### src/design/pda_pkg.sv
// shared constants, state encoding and divider control types for the duty averager
package pda_pkg;

    localparam int WINDOW_DEF     = 10;
    localparam int TIME_WIDTH_DEF = 32;
    localparam int CAPTURE_W      = 32;
    localparam int DAC_W          = 10;
    localparam int DUTY_W         = 7;
    localparam int PCT_FULL       = 100;
    localparam int DAC_FS_RESET   = 620;

    // quotient bits of the duty division: duty stays below 128
    localparam int DUTY_STEPS = DUTY_W;
    localparam int STEP_W     = 4;

    typedef enum logic [3:0] {
        ST_IDLE,
        ST_FETCH,
        ST_DUTY_GO,
        ST_DUTY_WAIT,
        ST_RING,
        ST_MEAN,
        ST_SCALE,
        ST_DAC,
        ST_EMIT
    } state_t;

    typedef struct packed {
        logic              start;
        logic [STEP_W-1:0] steps;
    } div_req_t;

endpackage

### src/design/pda_in_if.sv
// capture timestamp channel
interface pda_in_if;

    logic                           valid;
    logic                           ready;
    logic [pda_pkg::CAPTURE_W-1:0]  capture_time;

    modport source (output valid, output capture_time, input ready);
    modport sink   (input valid, input capture_time, output ready);

endinterface

### src/design/pda_out_if.sv
// duty result channel
interface pda_out_if;

    logic                        valid;
    logic                        ready;
    logic [pda_pkg::DAC_W-1:0]   dac_code;
    logic [pda_pkg::DUTY_W-1:0]  average_duty;
    logic [pda_pkg::DUTY_W-1:0]  latest_duty;
    logic                        zero_period;

    modport source (output valid, output dac_code, output average_duty,
                    output latest_duty, output zero_period, input ready);
    modport sink   (input valid, input dac_code, input average_duty,
                    input latest_duty, input zero_period, output ready);

endinterface

### src/design/pwm_duty_averager_unit.sv
// top level of the pwm duty averager: edge pairing, duty ring and output stage
// a falling edge beat is absorbed in idle and gives no result
// a rising edge beat runs fetch, the 7 step serial duty divide, ring update, mean, scaling and dac
// before the result loads; a zero period or a saturated high time skips the divide
// a new beat is taken once the result loads, a held result stalls
// reset clears pairing state, ring sum, ring index and the ring valid bits at once, no sweep
module pwm_duty_averager_unit #(
    parameter int WINDOW     = pda_pkg::WINDOW_DEF,
    parameter int TIME_WIDTH = pda_pkg::TIME_WIDTH_DEF
) (
    input  logic                      clk,
    input  logic                      rst_n,
    pda_in_if.sink                    capture,
    pda_out_if.source                 result,
    input  logic                      cfg_wr_en,
    input  logic [pda_pkg::DAC_W-1:0] cfg_wr_data
);

    localparam int TW     = TIME_WIDTH;
    localparam int DW     = pda_pkg::DUTY_W;
    localparam int QW     = pda_pkg::DAC_W;
    localparam int IDX_W  = $clog2(WINDOW);
    localparam int SUM_W  = $clog2(WINDOW * pda_pkg::PCT_FULL + 1);
    // holds high time times 100, and also mean times full scale
    localparam int NW     = (TW + DW > QW + DW) ? (TW + DW) : (QW + DW);

    // reciprocal constants: (x * rcp) >> sh equals x / divisor over the whole operand range
    localparam int     SC_W       = QW + DW;
    localparam int     MEAN_SH    = SUM_W + IDX_W;
    localparam longint MEAN_RCP   = ((longint'(1) << MEAN_SH) + WINDOW - 1) / WINDOW;
    localparam int     MEAN_RCP_W = $clog2(MEAN_RCP + 1);
    localparam int     MP_W       = SUM_W + MEAN_RCP_W;
    localparam int     DAC_SH     = SC_W + $clog2(pda_pkg::PCT_FULL);
    localparam longint DAC_RCP    =
        ((longint'(1) << DAC_SH) + pda_pkg::PCT_FULL - 1) / pda_pkg::PCT_FULL;
    localparam int     DAC_RCP_W  = $clog2(DAC_RCP + 1);
    localparam int     DP_W       = SC_W + DAC_RCP_W;

    // sequencer
    pda_pkg::state_t   state_reg;
    pda_pkg::state_t   state_next;

    // pairing state
    logic              expect_falling_reg;
    logic [TW-1:0]     last_rise_reg;
    logic [TW-1:0]     high_time_reg;

    // ring bookkeeping, entries live in the ram
    logic [IDX_W-1:0]  ring_idx_reg;
    logic [SUM_W-1:0]  ring_sum_reg;
    logic [WINDOW-1:0] ring_vld_reg;

    logic [QW-1:0]     full_scale_reg;

    // per rising edge working registers
    logic [TW-1:0]     period_reg;
    logic [NW-1:0]     num_reg;
    logic [DW-1:0]     old_duty_reg;
    logic [DW-1:0]     duty_reg;
    logic              zero_reg;
    logic [DW-1:0]     mean_reg;
    logic [QW-1:0]     dac_reg;

    // output stage
    logic              out_vld_reg;
    logic [QW-1:0]     out_dac_reg;
    logic [DW-1:0]     out_mean_reg;
    logic [DW-1:0]     out_duty_reg;
    logic              out_zero_reg;

    // combinational
    logic              cap_rdy;
    logic              cap_acc;
    logic [TW-1:0]     stamp;
    logic [TW-1:0]     stamp_diff;
    logic              sat_duty;
    logic              ram_we;
    logic [DW-1:0]     ram_rdata;
    logic              out_load;
    logic              out_free;
    logic [MP_W-1:0]   mean_prod;
    logic [DP_W-1:0]   dac_prod;

    pda_pkg::div_req_t div_req;
    logic [TW-1:0]     div_rem;
    logic [QW-1:0]     div_low;
    logic [TW-1:0]     div_dvs;
    logic              div_done;
    logic [QW-1:0]     div_quot;

    // only the low timer bits take part, differences wrap at the timer width
    assign stamp      = TW'(capture.capture_time);
    assign stamp_diff = stamp - last_rise_reg;
    assign cap_acc    = capture.valid && cap_rdy;
    assign sat_duty   = (high_time_reg >= period_reg);
    assign out_free   = !out_vld_reg || result.ready;

    // mean of the ring and dac scaling by reciprocal multiplication
    assign mean_prod  = MP_W'(ring_sum_reg) * MP_W'(MEAN_RCP);
    assign dac_prod   = DP_W'(num_reg[SC_W-1:0]) * DP_W'(DAC_RCP);

    // duty ring storage
    pda_ram #(
        .WIDTH (DW),
        .DEPTH (WINDOW)
    ) u_ring (
        .clk   (clk),
        .we    (ram_we),
        .waddr (ring_idx_reg),
        .wdata (duty_reg),
        .raddr (ring_idx_reg),
        .rdata (ram_rdata)
    );

    // serial divider for the duty ratio
    pda_serial_div #(
        .DIV_W (TW)
    ) u_div (
        .clk      (clk),
        .rst_n    (rst_n),
        .req      (div_req),
        .rem_init (div_rem),
        .low_init (div_low),
        .divisor  (div_dvs),
        .done     (div_done),
        .quotient (div_quot)
    );

    // next state
    always_comb
    begin
        state_next = state_reg;
        unique case (state_reg)
            pda_pkg::ST_IDLE:
            begin
                if (cap_acc && !expect_falling_reg)
                begin
                    state_next = pda_pkg::ST_FETCH;
                end
            end
            pda_pkg::ST_FETCH:
            begin
                // zero period and saturated duty skip the division
                if ((period_reg == '0) || sat_duty)
                begin
                    state_next = pda_pkg::ST_RING;
                end
                else
                begin
                    state_next = pda_pkg::ST_DUTY_GO;
                end
            end
            pda_pkg::ST_DUTY_GO:   state_next = pda_pkg::ST_DUTY_WAIT;
            pda_pkg::ST_DUTY_WAIT:
            begin
                if (div_done)
                begin
                    state_next = pda_pkg::ST_RING;
                end
            end
            pda_pkg::ST_RING:      state_next = pda_pkg::ST_MEAN;
            pda_pkg::ST_MEAN:      state_next = pda_pkg::ST_SCALE;
            pda_pkg::ST_SCALE:     state_next = pda_pkg::ST_DAC;
            pda_pkg::ST_DAC:       state_next = pda_pkg::ST_EMIT;
            pda_pkg::ST_EMIT:
            begin
                if (out_free)
                begin
                    state_next = pda_pkg::ST_IDLE;
                end
            end
            default:               state_next = pda_pkg::ST_IDLE;
        endcase
    end

    // state outputs
    always_comb
    begin
        cap_rdy       = 1'b0;
        ram_we        = 1'b0;
        out_load      = 1'b0;
        div_req.start = 1'b0;
        div_req.steps = pda_pkg::STEP_W'(pda_pkg::DUTY_STEPS);
        // duty: h*100/p with h below p, so the top bits already sit below the divisor
        div_rem       = TW'(num_reg >> pda_pkg::DUTY_STEPS);
        div_low       = QW'(num_reg[DW-1:0]) << (QW - DW);
        div_dvs       = period_reg;
        unique case (state_reg)
            pda_pkg::ST_IDLE:      cap_rdy = 1'b1;
            pda_pkg::ST_DUTY_GO:   div_req.start = 1'b1;
            pda_pkg::ST_RING:      ram_we = 1'b1;
            pda_pkg::ST_EMIT:      out_load = out_free;
            default:
            begin
                cap_rdy = 1'b0;
            end
        endcase
    end

    // control and model state
    always_ff @(posedge clk or negedge rst_n)
    begin
        if (!rst_n)
        begin
            state_reg          <= pda_pkg::ST_IDLE;
            expect_falling_reg <= 1'b0;
            last_rise_reg      <= '0;
            high_time_reg      <= '0;
            ring_idx_reg       <= '0;
            ring_sum_reg       <= '0;
            ring_vld_reg       <= '0;
            full_scale_reg     <= QW'(pda_pkg::DAC_FS_RESET);
            out_vld_reg        <= 1'b0;
        end
        else
        begin
            state_reg <= state_next;

            if (cfg_wr_en)
            begin
                full_scale_reg <= cfg_wr_data;
            end

            if (cap_acc)
            begin
                if (expect_falling_reg)
                begin
                    high_time_reg      <= stamp_diff;
                    expect_falling_reg <= 1'b0;
                end
                else
                begin
                    last_rise_reg      <= stamp;
                    expect_falling_reg <= 1'b1;
                end
            end

            if (ram_we)
            begin
                ring_sum_reg <= ring_sum_reg - SUM_W'(old_duty_reg) + SUM_W'(duty_reg);
                ring_vld_reg[ring_idx_reg] <= 1'b1;
                if (ring_idx_reg == IDX_W'(WINDOW - 1))
                begin
                    ring_idx_reg <= '0;
                end
                else
                begin
                    ring_idx_reg <= ring_idx_reg + 1'b1;
                end
            end

            if (out_load)
            begin
                out_vld_reg <= 1'b1;
            end
            else if (result.ready)
            begin
                out_vld_reg <= 1'b0;
            end
        end
    end

    // working data path
    always_ff @(posedge clk)
    begin
        if (cap_acc && !expect_falling_reg)
        begin
            period_reg <= stamp_diff;
        end

        unique case (state_reg)
            pda_pkg::ST_FETCH:
            begin
                num_reg      <= NW'(high_time_reg) * NW'(pda_pkg::PCT_FULL);
                // entries never written read as zero
                old_duty_reg <= ring_vld_reg[ring_idx_reg] ? ram_rdata : '0;
                zero_reg     <= (period_reg == '0);
                if (period_reg == '0)
                begin
                    duty_reg <= '0;
                end
                else if (sat_duty)
                begin
                    duty_reg <= DW'(pda_pkg::PCT_FULL);
                end
            end
            pda_pkg::ST_DUTY_WAIT:
            begin
                if (div_done)
                begin
                    duty_reg <= div_quot[DW-1:0];
                end
            end
            pda_pkg::ST_MEAN:
            begin
                mean_reg <= DW'(mean_prod >> MEAN_SH);
            end
            pda_pkg::ST_SCALE:
            begin
                num_reg <= NW'(mean_reg) * NW'(full_scale_reg);
            end
            pda_pkg::ST_DAC:
            begin
                dac_reg <= QW'(dac_prod >> DAC_SH);
            end
            default:
            begin
                num_reg <= num_reg;
            end
        endcase

        if (out_load)
        begin
            out_dac_reg  <= dac_reg;
            out_mean_reg <= mean_reg;
            out_duty_reg <= duty_reg;
            out_zero_reg <= zero_reg;
        end
    end

    assign capture.ready       = cap_rdy;
    assign result.valid        = out_vld_reg;
    assign result.dac_code     = out_dac_reg;
    assign result.average_duty = out_mean_reg;
    assign result.latest_duty  = out_duty_reg;
    assign result.zero_period  = out_zero_reg;

    // divider only finishes while the sequencer waits on it
    a_div_done_in_wait: assert property (@(posedge clk) disable iff (!rst_n)
        div_done |-> (state_reg == pda_pkg::ST_DUTY_WAIT))
        else $error("divider finished outside a wait state");

    // running sum never exceeds a full window at 100 percent
    a_sum_bound: assert property (@(posedge clk) disable iff (!rst_n)
        ring_sum_reg <= SUM_W'(WINDOW * pda_pkg::PCT_FULL))
        else $error("ring sum out of range");

    // a falling edge beat leaves the sequencer idle
    a_fall_absorbed: assert property (@(posedge clk) disable iff (!rst_n)
        (cap_acc && expect_falling_reg) |=> (state_reg == pda_pkg::ST_IDLE))
        else $error("falling edge started a computation");

    // zero period always carries a zero duty
    a_zero_duty: assert property (@(posedge clk) disable iff (!rst_n)
        (out_vld_reg && out_zero_reg) |-> (out_duty_reg == '0))
        else $error("zero period with nonzero duty");

    // averages stay within percent range
    a_mean_range: assert property (@(posedge clk) disable iff (!rst_n)
        out_vld_reg |-> (out_mean_reg <= DW'(pda_pkg::PCT_FULL) &&
                         out_duty_reg <= DW'(pda_pkg::PCT_FULL)))
        else $error("percent value above full scale");

endmodule

### src/design/pda_ram.sv
// generic single write port ram with registered read
module pda_ram #(
    parameter int WIDTH = 8,
    parameter int DEPTH = 16,
    localparam int AW = $clog2(DEPTH)
) (
    input  logic             clk,
    input  logic             we,
    input  logic [AW-1:0]    waddr,
    input  logic [WIDTH-1:0] wdata,
    input  logic [AW-1:0]    raddr,
    output logic [WIDTH-1:0] rdata
);

    logic [WIDTH-1:0] mem [DEPTH];
    logic [WIDTH-1:0] rdata_reg;

    always_ff @(posedge clk)
    begin
        if (we)
        begin
            mem[waddr] <= wdata;
        end
        rdata_reg <= mem[raddr];
    end

    assign rdata = rdata_reg;

endmodule

### src/design/pda_serial_div.sv
// restoring divider, one quotient bit per cycle, preloaded partial remainder
module pda_serial_div #(
    parameter int DIV_W = pda_pkg::TIME_WIDTH_DEF
) (
    input  logic                      clk,
    input  logic                      rst_n,
    input  pda_pkg::div_req_t         req,
    input  logic [DIV_W-1:0]          rem_init,
    input  logic [pda_pkg::DAC_W-1:0] low_init,
    input  logic [DIV_W-1:0]          divisor,
    output logic                      done,
    output logic [pda_pkg::DAC_W-1:0] quotient
);

    localparam int QW = pda_pkg::DAC_W;

    logic                       busy_reg;
    logic                       done_reg;
    logic [pda_pkg::STEP_W-1:0] cnt_reg;
    logic [DIV_W-1:0]           rem_reg;
    logic [DIV_W-1:0]           dvs_reg;
    logic [QW-1:0]              low_reg;
    logic [QW-1:0]              q_reg;

    logic [DIV_W:0]             trial;
    logic                       fits;

    // bring down the next dividend bit and try the subtraction
    assign trial = {rem_reg, low_reg[QW-1]};
    assign fits  = (trial >= {1'b0, dvs_reg});

    always_ff @(posedge clk or negedge rst_n)
    begin
        if (!rst_n)
        begin
            busy_reg <= 1'b0;
            done_reg <= 1'b0;
            cnt_reg  <= '0;
        end
        else
        begin
            done_reg <= 1'b0;
            if (req.start)
            begin
                busy_reg <= 1'b1;
                cnt_reg  <= req.steps;
            end
            else if (busy_reg)
            begin
                cnt_reg <= cnt_reg - 1'b1;
                if (cnt_reg == pda_pkg::STEP_W'(1))
                begin
                    busy_reg <= 1'b0;
                    done_reg <= 1'b1;
                end
            end
        end
    end

    always_ff @(posedge clk)
    begin
        if (req.start)
        begin
            rem_reg <= rem_init;
            low_reg <= low_init;
            dvs_reg <= divisor;
            q_reg   <= '0;
        end
        else if (busy_reg)
        begin
            rem_reg <= fits ? DIV_W'(trial - {1'b0, dvs_reg}) : trial[DIV_W-1:0];
            low_reg <= {low_reg[QW-2:0], 1'b0};
            q_reg   <= {q_reg[QW-2:0], fits};
        end
    end

    assign done     = done_reg;
    assign quotient = q_reg;

endmodule

### src/flat_wrapper.sv
// flat-port wrapper written by rule: the top's interface ports become plain ports
module pwm_duty_averager_unit_flat 
#(
    parameter int WINDOW     = pda_pkg::WINDOW_DEF,
    parameter int TIME_WIDTH = pda_pkg::TIME_WIDTH_DEF
)
  (clk, rst_n, cfg_wr_en, cfg_wr_data, capture_valid, capture_capture_time, capture_ready, result_valid, result_dac_code, result_average_duty, result_latest_duty, result_zero_period, result_ready);
  pda_in_if capture_i ();
  pda_out_if result_i ();
  input  logic clk;
  input  logic rst_n;
  input  logic cfg_wr_en;
  input  logic [pda_pkg::DAC_W-1:0] cfg_wr_data;
  input wire logic [$bits(capture_i.valid)-1:0] capture_valid;
  input wire logic [$bits(capture_i.capture_time)-1:0] capture_capture_time;
  output wire logic [$bits(capture_i.ready)-1:0] capture_ready;
  output wire logic [$bits(result_i.valid)-1:0] result_valid;
  output wire logic [$bits(result_i.dac_code)-1:0] result_dac_code;
  output wire logic [$bits(result_i.average_duty)-1:0] result_average_duty;
  output wire logic [$bits(result_i.latest_duty)-1:0] result_latest_duty;
  output wire logic [$bits(result_i.zero_period)-1:0] result_zero_period;
  input wire logic [$bits(result_i.ready)-1:0] result_ready;
  assign capture_i.valid = capture_valid;
  assign capture_i.capture_time = capture_capture_time;
  assign capture_ready = capture_i.ready;
  assign result_valid = result_i.valid;
  assign result_dac_code = result_i.dac_code;
  assign result_average_duty = result_i.average_duty;
  assign result_latest_duty = result_i.latest_duty;
  assign result_zero_period = result_i.zero_period;
  assign result_i.ready = result_ready;
  pwm_duty_averager_unit #(.WINDOW(WINDOW), .TIME_WIDTH(TIME_WIDTH)) u_core (.clk(clk), .rst_n(rst_n), .capture(capture_i), .result(result_i), .cfg_wr_en(cfg_wr_en), .cfg_wr_data(cfg_wr_data));
endmodule
### config.mk
export PLATFORM = sky130hd
export DESIGN_NAME = pwm_duty_averager_unit_flat
export DESIGN_NICKNAME = d
export VERILOG_FILES = /design/src/design/pda_pkg.sv /design/src/design/pda_in_if.sv /design/src/design/pda_out_if.sv /design/src/design/pwm_duty_averager_unit.sv /design/src/design/pda_ram.sv /design/src/design/pda_serial_div.sv /design/src/flat_wrapper.sv
export SDC_FILE = /design/constraint.sdc
export NUM_CORES = 1
export LEC_CHECK = 0
export ABC_CLOCK_PERIOD_IN_PS = 14000
export BUFFER_PORTS_ARGS = -buffer_cell sky130_fd_sc_hd__buf_2
export CORE_ASPECT_RATIO = 1.2
export CORE_MARGIN = 1
export CORE_UTILIZATION = 55
export DETAILED_ROUTE_END_ITERATION = 8
export GPL_ROUTABILITY_DRIVEN = 0
export MAX_ROUTING_LAYER = met4
export PLACE_DENSITY_LB_ADDON = 0.3
export SYNTH_ARGS = -nofsm -noshare
export SYNTH_HDL_FRONTEND = slang
export SYNTH_SLANG_ARGS = --single-unit
export TNS_END_PERCENT = 20
### constraint.sdc
create_clock -name clk -period 14 [get_ports clk]
set_clock_uncertainty 0.05 [all_clocks]
set_input_delay 0.7 -clock clk [delete_from_list [all_inputs] [get_ports clk]]
set_output_delay 0.7 -clock clk [all_outputs]
set_load 0.02 [all_outputs]
* After elaboration in Yosys (flattened, before gate mapping)
Memories as Yosys holds them, arrays and structs flattened. A register that Yosys moved wholly into a read port is not among the register bits. Cells that the tools add are included.
Storage, ports and cells: output and inout bits 27, memories 1, bits of input ports 47, memory bits (writable) 70, flip-flop bits (word level) 316
Operators by class: magnitude comparators 4, add/subtract/negate cells 6, bitwise logic cells 2, mux-type cells 37, multipliers 4, equality and inequality tests 14, reduce and logical (&&, ||, !) cells 17
Memory list:
- u_core.u_ring.mem | depth 10, width 7, rd ports 1, clocked after Yosys merged registers in 1, write ports 1, RTL line pda_ram.sv:15 | logic [WIDTH-1:0] mem [DEPTH];
Operators by type and width (count):
- 32-bit two-way mux | 3
- 39-bit case mux with 2 select lines | 1
- 32-bit subtractor | 2
- 32-bit by 5-bit multiplier with 37-bit output, second input constant | 1
- 4-bit case mux with 9 select lines | 1
- 17-bit by 18-bit multiplier with 34-bit output, second input constant | 1
- 33-bit by 32-bit greater-or-equal comparator with 1-bit output | 1
- 32-bit greater-or-equal comparator | 1
- 32-bit logical NOT | 1
- 4-bit two-way mux | 6
- 10-bit by 11-bit multiplier with 21-bit output, second input constant | 1
- 7-bit two-way mux | 3
- 10-bit two-way mux | 2
- 7-bit by 10-bit multiplier with 17-bit output | 1
- 1-bit two-way mux | 17
- 4-bit by 3-bit == test with 1-bit output, second input constant | 4
- 7-bit case mux with 2 select lines | 1
- 10-bit by 7-bit adder with 10-bit output | 1
- 10-bit bitwise OR | 1
- 10-bit by 7-bit subtractor with 10-bit output | 1
- 4-bit by 1-bit == test with 1-bit output, second input constant | 2
- 4-bit by 2-bit == test with 1-bit output, second input constant | 2
- 4-bit == test, second input constant | 2
- 2-bit nonzero test | 4
- other kinds (17) | 24

* Depth between registers and ports, before layout
Gate-level depths: netlist of run 1.
depth after elaboration 6, depth in mapped cells 23, gate-level depth less buffers 23

* Cells and area by module
A second synthesis of run 1 with hierarchy kept.
Second synthesis, totals: cell total of the unflattened synthesis 3138, area, all modules 32702.6 µm²
Modules (own cells, without submodules):
- pwm_duty_averager_unit | area each 24043.1 µm², sequential area each 6452.4 µm², times used 1, cells an instance 2444
- pda_serial_div | area each 5666.7 µm², sequential area each 2572.5 µm², times used 1, cells an instance 529
- pda_ram | area each 2992.9 µm², sequential area each 2242.2 µm², times used 1, cells an instance 165

* Worst setup path before layout of run 1
OpenSTA, ideal clock, no wires.
path kind reg-to-reg, from reg u_core.num_reg[15], to reg u_core.dac_reg[8] (data pin), path slack 8.070 ns, cell stages (with the launch flop) 20, clock period less this slack 5.930 ns, arrival time 5.622 ns, buffers on the path 0, required time 13.692 ns, cells stage by stage edfxtp_1 > fa_1 > fa_1 > fa_1 > fa_1 > fa_1 > inv_1 > fa_1 > inv_1 > ha_1 > a21o_1 > a21o_1 > a21oi_1 > o22ai_1 > o21bai_1 > o211ai_1 > nand3_1 > or2_2 > a21oi_1 > xnor2_1
Between the ends: cells in the longest elaborated chain, start to end 1
Ends and longest elaborated chain:
- start: declaration | RTL line pwm_duty_averager_unit.sv:57 | logic [NW-1:0] num_reg;
- start signal: assignment | RTL line pwm_duty_averager_unit.sv:274 | num_reg <= NW'(high_time_reg) * NW'(pda_pkg::PCT_FULL);
- start signal: assignment | RTL line pwm_duty_averager_unit.sv:300 | num_reg <= NW'(mean_reg) * NW'(full_scale_reg);
- start signal: assignment | RTL line pwm_duty_averager_unit.sv:308 | num_reg <= num_reg;
- 17-bit by 18-bit multiplier with 34-bit output | RTL line pwm_duty_averager_unit.sv:100 | assign dac_prod = DP_W'(num_reg[SC_W-1:0]) * DP_W'(DAC_RCP);
- named net u_core.dac_prod[32] | RTL line pwm_duty_averager_unit.sv:82 | logic [DP_W-1:0] dac_prod;
- end signal: assignment | RTL line pwm_duty_averager_unit.sv:304 | dac_reg <= QW'(dac_prod >> DAC_SH);
- end: declaration | RTL line pwm_duty_averager_unit.sv:62 | logic [QW-1:0] dac_reg;
The timed path passes the listed nets, and every way through them passes these cells. A chain may end at the register's enable or synchronous reset.

* Worst setup path in the final report of run 1
Same ends and word-level chain as after synthesis.

==> results of run 1 <==
[cell families (layout without fill, tap and decap cells)]
| group | Yosys count | count (layout) | share of synthesized area (%) |
|---|---|---|---|
| AO/OA/AOI/OAI | 482 | 482 | 9.671 |
| XOR/XNOR | 128 | 128 | 3.554 |
| adder cells (fa/ha/maj) | 652 | 652 | 30.86 |
| buffers and inverters | 645 | 742 | 7.771 |
| flip-flops | 393 | 393 | 35.24 |
| multiplexers | 96 | 96 | 3.840 |
| other | 0 | 1 | 0 |
| AND/OR/NAND/NOR | 601 | 601 | 9.060 |
[cell usage in the layout (no fill, tap or decap), drive strengths merged, types with 28 or more instances in the layout]
master	instances
nor2b	31
edfxtp	269
and2	38
a21oi	160
buf	84
dfrtp	105
xnor2	78
nor3	35
nand2b	28
inv	582
mux2i	40
ha	442
nor2	157
fa	210
mux2	40
o21ai	115
a21o	70
xor2	50
nand2	191
clkbuf	54
[worst paths after layout]
kind | startpoint | endpoint | slack [ns]
setup / recovery | u_core.num_reg[15]$_DFFE_PP_ | u_core.dac_reg[8]$_DFFE_PP_ | 7.66
hold / removal | rst_n | u_core.high_time_reg[31]$_DFFE_PN0P_ | 0.15
setup reg to reg | u_core.num_reg[15]$_DFFE_PP_ | u_core.dac_reg[8]$_DFFE_PP_ | 7.66
hold reg to reg | u_core.dac_reg[2]$_DFFE_PP_ | u_core.result.dac_code[2]$_DFFE_PP_ | 0.37
max in group asynchronous | rst_n | u_core.high_time_reg[15]$_DFFE_PN0P_ | 12.48
min in group clk | cfg_wr_data[5] | u_core.full_scale_reg[5]$_DFFE_PN1P_ | 0.30
[Yosys cell counts (13+ instances only)]
library cell               count  share of area, %
sky130_fd_sc_hd__inv_1       578               6.9
sky130_fd_sc_hd__ha_1        442                18
sky130_fd_sc_hd__edfxtp_1    269                26
sky130_fd_sc_hd__fa_1        210                13
sky130_fd_sc_hd__nand2_1     191               2.3
sky130_fd_sc_hd__a21oi_1     159               2.5
sky130_fd_sc_hd__nor2_1      156               1.9
sky130_fd_sc_hd__o21ai_0     112               1.8
sky130_fd_sc_hd__dfrtp_1     105               8.3
sky130_fd_sc_hd__xnor2_1      78               2.2
sky130_fd_sc_hd__a21o_1       70               1.7
sky130_fd_sc_hd__clkbuf_1     53              0.63
sky130_fd_sc_hd__xor2_1       50               1.4
sky130_fd_sc_hd__mux2i_1      40               1.3
sky130_fd_sc_hd__and2_1       38              0.75
sky130_fd_sc_hd__mux2_2       38               1.4
sky130_fd_sc_hd__nor3_1       33              0.52
sky130_fd_sc_hd__nor2b_1      31              0.61
sky130_fd_sc_hd__nand2b_1     28              0.56
sky130_fd_sc_hd__nand3_1      24              0.38
sky130_fd_sc_hd__and3_1       22              0.44
sky130_fd_sc_hd__or2_2        20              0.40
sky130_fd_sc_hd__a31oi_1      18              0.36
sky130_fd_sc_hd__nand4_1      18              0.36
sky130_fd_sc_hd__mux4_2       16               1.1
sky130_fd_sc_hd__o21a_1       16              0.38
sky130_fd_sc_hd__a211oi_1     14              0.33
sky130_fd_sc_hd__dfxtp_1      14              0.89
sky130_fd_sc_hd__o21bai_1     14              0.33
sky130_fd_sc_hd__or3_1        13              0.26
[critical path, stage by stage, from the launching register on]
cell and delay, ns:
sky130_fd_sc_hd__edfxtp_1 0.55, sky130_fd_sc_hd__fa_1 0.68, sky130_fd_sc_hd__fa_1 0.47, sky130_fd_sc_hd__fa_1 0.53, sky130_fd_sc_hd__fa_1 0.52, sky130_fd_sc_hd__fa_1 0.55
sky130_fd_sc_hd__inv_1 0.06, sky130_fd_sc_hd__fa_1 0.53, sky130_fd_sc_hd__inv_1 0.05, sky130_fd_sc_hd__ha_1 0.30, sky130_fd_sc_hd__a21o_1 0.17, sky130_fd_sc_hd__a21o_1 0.17
sky130_fd_sc_hd__a21oi_1 0.19, sky130_fd_sc_hd__o22ai_1 0.10, sky130_fd_sc_hd__o21bai_1 0.26, sky130_fd_sc_hd__o211ai_1 0.23, sky130_fd_sc_hd__nand3_1 0.11, sky130_fd_sc_hd__or2_2 0.30
sky130_fd_sc_hd__a21oi_1 0.19, sky130_fd_sc_hd__xnor2_1 0.08
[cell type report]
class	instances	area share, %
diodes	1	0.007322
clock buffers	54	3.478
clock inverters	24	1.010
inverters	580	6.370
multi-input cells	1959	52.63
flip-flops and latches	393	32.53
well taps	727	2.662
repair buffers	84	1.318
[through the flow]
| step | instance area (sq um) | worst slack [ns] | hold slack [ns] | instances |
|---|---|---|---|---|
| global placement | 32640 | 7.782 | 0.3529 | 3743 |
| floorplan | 31540 | 8.070 | 0.3503 | 2997 |
| global route | 34180 | 7.272 | 0.1967 | 3822 |
| detailed placement | 32640 | 7.692 | 0.3568 | 3743 |
| finish | 34180 | 7.660 | 0.1510 | 3822 |
| CTS | 34170 | 7.673 | 0.1590 | 3821 |
[routing by layer]
metal | up-vias | global-route usage, %
li1 | 10210 | -
met1 | 10230 | 29.08
met2 | 489 | 41.52
met3 | 142 | 2.674
met4 | 0 | 9.441
met5 | - | -
==> flow_results.org, run 1 <==
** Critical path
- Worst reg-to-reg path cell count :: 19
- Crit path max fanout :: 9
- Crit path kind :: register to register
- Category of the worst setup path launch point :: register
- Worst EP arrival :: 6.62 ns
- STA puts the critical path data required time at 14.28 ns.
- Crit end category :: register

** Synthesis
- The number of nets handed over by synthesis was 3696.
- Post-synthesis cell count :: 2997
- Number of flops mapped to enable cells by yosys :: 269
- Fraction of synthesis flops using an asynchronous set or reset pin :: 27.99%
- Each instance of the synthesized netlist takes up on average 10.52 sq um.
- Of the synthesized area, sequential elements account for 35.24%.
- The number of different library cells used by synthesis comes to 79.
- For this run, the number of Yosys warnings is 0.
- Synthesis-stage register bit count :: 393
- In the synthesized netlist the dominant register cell turns out to be sky130_fd_sc_hd__edfxtp_1.
- In this run the cell area of the synthesized design comes to 0.03154 sq mm.

** STA
- Total count of hold-check failures in the final report :: 0
- Setup Total Neg Slack :: 0 ns
- In the finished design, the share of the clock period the worst path needs comes to 45.29%.
- Slew Viols, Final :: 0
- Max-Slew Margin vs Limit :: 20.50%
- Final Critical Period :: 6.340 ns
- Slew at the pin closest to its max-slew limit :: 1.183 ns
- Setup repair after global routing left no endpoint under its margin.
- Max Clk Rate :: 0.1577 GHz
- Setup violations remaining at the end of the flow were counted as 0.

** Global routing
- Vias in the first global route :: 22320
- Overall routing resource usage :: 24.21%
- Global-route congestion overflow total :: 0
- Global-route wire length before repair :: 109.1 mm
- Entering global routing, the biggest net connects 94 pins.
- The number of antenna violations at the first check in global routing is 1.

** Route
- Routed length on met2 :: 33.46 mm
- After detailed routing, the number of remaining DRC violations is 1.
- The routed layout has 21060 vias.
- Number of nets still failing antenna checks after routing :: 0
- Routed met1 length :: 27.36 mm
- Drt initial violations :: 1312
- Detailed routing placed a total of 2.626 mm of wire on met3.
- Final routed wirelength across all metal layers :: 66.05 mm
- The pre-antenna-repair detailed-routing pass consisted of 9 iterations.
- In the final routed layout, each cell accounts on average for 17.28 um.
- Post-DR vias/cell :: 5.511
- Highest metal layer with signal wires :: met4

** Floorplan
- The initial utilization of the core area, before any placement, comes to 55.98%.
- The die covers 0.05832 sq mm.
- Placeable core area :: 0.05634 sq mm
- The die is 264.3 um tall.
- The floorplan has 95 rows.
- Overall die width :: 220.6 um
- IO Count :: 74

** Clock network
- In this run, post-CTS repair resized a total of 0 instances.
- Number of buffers inserted during clock tree synthesis :: 43
- Counting every sink on the clock net gives 393.
- The number of hold buffers added after CTS was 0.
- TritonCTS built the clock tree.
- After clock tree synthesis, the clock-pin slew on the worst setup and hold paths is 0.07 ns.
- Largest buffer count on any clock path :: 3
- Worst-skew pair later-pin latency :: 0.58 ns
- H-Tree Level Count :: 2
- CTS Root Cell :: sky130_fd_sc_hd__clkbuf_16
- Post CTS Setup Buffer Count :: 0

** Layout
- Post-layout util :: 60.66%
- Area taken by flip-flops and latches :: 0.01112 sq mm
- Summing all multi-input logic gate instances after layout gives 0.01799 sq mm.
- The register with the most flip-flops in the layout has 70 of them.
- Area added between synthesis and finish :: 8.350%
- Cells with a size suffix above 1 make up 8.274% of the layout.
- Number of filler cells placed in the layout :: 4516
- At the end of the flow, the number of nets in the layout was 3760.

** Run status
- The final reports fail on design-rule violations.
- Run status :: finished, violations left

** Placement
- Port-buffer cells :: 73
- Final HPWL DP :: 52.00 mm

** Worst hold path
- The worst hold path belongs to the class input port to asynchronous set/reset pin.

** Job
- Across the run, the number of max-cap violations was 0.
Power of run 1 is not shown: default switching activity piles up to over one toggle a cycle in this logic, so the estimate is an artifact.
==> inputs of run 2 (changes only) <==
Settings changed: ABC_CLOCK_PERIOD_IN_PS 14000 to 6300.
Clock period 14 ns to 6.3 ns, I/O delays scaled along.
==> run 2 against run 1 <==
Net effect:
- the flow still finishes with violations (design-rule violations)
- via count grew 1.5%
- highest routed layer unchanged
- critical endpoint unchanged
- critical path depth is the same
- routed wire length grew 1.8%
==> flow_results.org, run 2 (synthesized netlist as in run 1, its figures left out) <==
** Run status
- Run status: finished, violations left (unchanged).
- Violated checks: design-rule violations (unchanged).

** Critical path
- Startpoint of the worst-slack reg-to-reg timing path :: u_core.num_reg[16]$_DFFE_PP_ (was u_core.num_reg[15]$_DFFE_PP_)
- Crit path kind :: register to register (unchanged)
- Crit end category :: register (unchanged)
- Register-to-register setup slack :: 0.14 ns (was 7.66 ns)
- The capture instance of the worst register-to-register path is u_core.dac_reg[8]$_DFFE_PP_ (unchanged).
- Worst reg-to-reg path cell count :: 19 (unchanged)
- The maximum fanout count along the critical path was 2 (was 9).
- Category of the worst setup path launch point :: register (unchanged)
- Worst EP arrival :: 6.46 ns (was 6.62 ns)
- The required time of the critical path is 6.60 ns (was 14.28 ns).

** Clock network
- CTS Root Cell :: sky130_fd_sc_hd__clkbuf_16 (unchanged)
- Worst-path clk slew :: 0.06 ns (was 0.07 ns)
- CTS Sinks :: 393 (unchanged)
- Largest buffer count on any clock path :: 3 (unchanged)
- The TritonCTS clock tree is done (unchanged).
- Number of buffers inserted during clock tree synthesis :: 43 (unchanged)
- The number of levels in the clock H-tree came to 2 (unchanged).
- Worst-skew pair later-pin latency :: 0.59 ns (was 0.58 ns)

** Job
- The number of maximum-capacitance constraint violations came to 0 (unchanged).

** Route
- The remaining routing DRC violations came to 1 (unchanged).
- The total vias in the final route came to 21380 (was 21060).
- Routed length on met2 :: 34.17 mm (was 33.46 mm)
- The number of antenna-violating nets in the routed design was 0 (unchanged).
- Final routed wirelength across all metal layers :: 67.25 mm (was 66.05 mm)
- Drt initial violations :: 1286 (was 1312)
- The number of detailed-routing iterations run before antenna repair came to 7 (was 9).
- Met3 routed wirelength :: 2.295 mm (was 2.626 mm)
- The detailed-route wire length on metal 1 is 28.13 mm (was 27.36 mm).
- The wire length per cell is 17.30 um (was 17.28 um).
- Post-DR vias/cell :: 5.498 (was 5.511)
- Highest metal layer with signal wires :: met4 (unchanged)

** Floorplan
- The starting density of the core came to 55.98% (unchanged).
- Overall die width :: 220.6 um (unchanged)
- Area of the die :: 0.05832 sq mm (unchanged)
- The area of the placeable core came to 0.05634 sq mm (unchanged).
- Total number of placement rows :: 95 (unchanged)
- The vertical die dimension was 264.3 um (unchanged).
- The number of top-level design ports was 74 (unchanged).

** Layout
- The post-route non-filler standard cell count is 3888 (was 3822).
- Fraction of final layout cells sized beyond drive strength 1 :: 9.048% (was 8.274%)
- The final cell area excluding filler cells came to 0.03480 sq mm (was 0.03418 sq mm).
- The commonest non-fill, non-tap cell in the layout was sky130_fd_sc_hd__inv_1 (unchanged).
- The area growth from synthesis to final layout is 10.32% (was 8.350%).
- The total inserted antenna cells was 0 (was 1).
- The count of filler cells inserted in the layout was 4515 (was 4516).
- NumNets Final :: 3827 (was 3760)
- Commonest cells after routing, fill and taps aside: sky130_fd_sc_hd__inv_1 (578), sky130_fd_sc_hd__ha_1 (441), sky130_fd_sc_hd__edfxtp_1 (269) (was sky130_fd_sc_hd__inv_1 (578), sky130_fd_sc_hd__ha_1 (442), sky130_fd_sc_hd__edfxtp_1 (269)).
- The number of flip-flops in the largest register came to 70 (unchanged).

** STA
- The minimum clock period is 6.163 ns (was 6.340 ns).
- Total count of hold-check failures in the final report :: 0 (unchanged)
- Setup Total Neg Slack :: 0 ns (unchanged)
- The fmax was 0.1623 GHz (was 0.1577 GHz).
- Slew Viols, Final :: 0 (unchanged)
- Worst hold slack :: 0.1012 ns (was 0.1510 ns)
- Slew at the pin closest to its max-slew limit :: 1.182 ns (was 1.183 ns)
- Max-Slew Margin vs Limit :: 20.62% (was 20.50%)
- The period utilization is 97.82% (was 45.29%).
- Total of endpoints with negative setup slack in the final report :: 0 (unchanged)

** Placement
- Area after detailed placement :: 0.03272 sq mm (was 0.03264 sq mm)
- Final HPWL DP :: 52.34 mm (was 52.00 mm)
- Number of cells after detailed placement :: 3754 (was 3743)
- Port-buffer cells :: 73 (unchanged)

** Global routing
- The first-pass GRT wire length was 110.7 mm (was 109.1 mm).
- Overall routing resource usage :: 24.53% (was 24.21%)
- Maximum number of pins on one net before global-route repair :: 94 (unchanged)
- Global-route congestion overflow total :: 0 (unchanged)
- The number of global-route vias before repair is 22580 (was 22320).
- The number of antenna violations at the first check in global routing came to 0 (was 1).

** Worst hold path
- The worst hold path passes through 3 cells.
- The class of the tightest hold or removal check is input port to register (was input port to asynchronous set/reset pin).
- Hold path endpoint :: u_core.state_reg[3]$_DFFE_PN0P_
- Hold path startpoint :: result_ready
run 2: cell type report:
cell class                      count  area [sq um]  share of cell area (%)
Clock inverter                     30         412.9                   1.187
Timing Repair Buffer              151          1064                   3.056
Tap cell                          727         909.6                   2.614
Clock buffer                       48          1115                   3.204
Sequential cell                   393         11120                   31.95
Inverter                          580          2177                   6.256
Multi-Input combinational cell   1959         18000                   51.74
run 2: what timing repair did:
item                                   4_1_cts  5_1_grt
buffers inserted                             0       12
hold buffers                                44        0
setup endpoints to repair                    0        6
endpoints found under the hold margin       98        0
gates resized for setup                      0        6
run 2: worst max-delay path by stage:
stage / startpoint / end / slack, ns / depth (start not counted)
detailed placement: u_core.num_reg[14]$_DFFE_PP_ / u_core.dac_reg[8]$_DFFE_PP_ / 0.12 / 19
floorplan: u_core.num_reg[15]$_DFFE_PP_ / u_core.dac_reg[8]$_DFFE_PP_ / 0.37 / 19
global route: u_core.num_reg[16]$_DFFE_PP_ / u_core.dac_reg[8]$_DFFE_PP_ / -0.02 / 19
finish: u_core.num_reg[16]$_DFFE_PP_ / u_core.dac_reg[8]$_DFFE_PP_ / 0.14 / 19
CTS: u_core.num_reg[14]$_DFFE_PP_ / u_core.dac_reg[8]$_DFFE_PP_ / 0.10 / 19
global placement: u_core.num_reg[2]$_DFFE_PP_ / u_core.dac_reg[8]$_DFFE_PP_ / 0.22 / 23
run 2: per-stage QoR:
step / util, % / worst slack [ns]
6_report: 61.76 / 0.1373
5_1_grt: 61.76 / -0.01999
4_1_cts: 61.57 / 0.1006
3_5_place_dp: 58.08 / 0.1175
3_3_place_gp: 58.08 / 0.2152
2_1_floorplan: - / 0.3701
run 2: per-layer routing:
metal	vias to the layer above	track usage [%]
met1	10440	29.57
met4	0	8.997
met3	168	2.639
li1	10350	-
met2	415	42.26
met5	-	-
run 2: worst max-delay path, cell delays in order, from the launching register on:
cell                       delay [ns]
sky130_fd_sc_hd__edfxtp_1        0.43
sky130_fd_sc_hd__fa_2            0.62
sky130_fd_sc_hd__fa_1            0.47
sky130_fd_sc_hd__fa_1            0.53
sky130_fd_sc_hd__fa_1            0.53
sky130_fd_sc_hd__fa_1            0.56
sky130_fd_sc_hd__inv_1           0.07
sky130_fd_sc_hd__fa_1            0.54
sky130_fd_sc_hd__inv_1           0.05
sky130_fd_sc_hd__ha_1            0.31
sky130_fd_sc_hd__a21o_1          0.16
sky130_fd_sc_hd__a21o_1          0.18
sky130_fd_sc_hd__a21oi_1         0.21
sky130_fd_sc_hd__o22ai_1         0.11
sky130_fd_sc_hd__o21bai_2        0.23
sky130_fd_sc_hd__o211ai_1        0.19
sky130_fd_sc_hd__nand3_1         0.13
sky130_fd_sc_hd__or2_2           0.32
sky130_fd_sc_hd__a21oi_2         0.16
sky130_fd_sc_hd__xnor2_1         0.07
Power of run 2 is left out for the same reason.
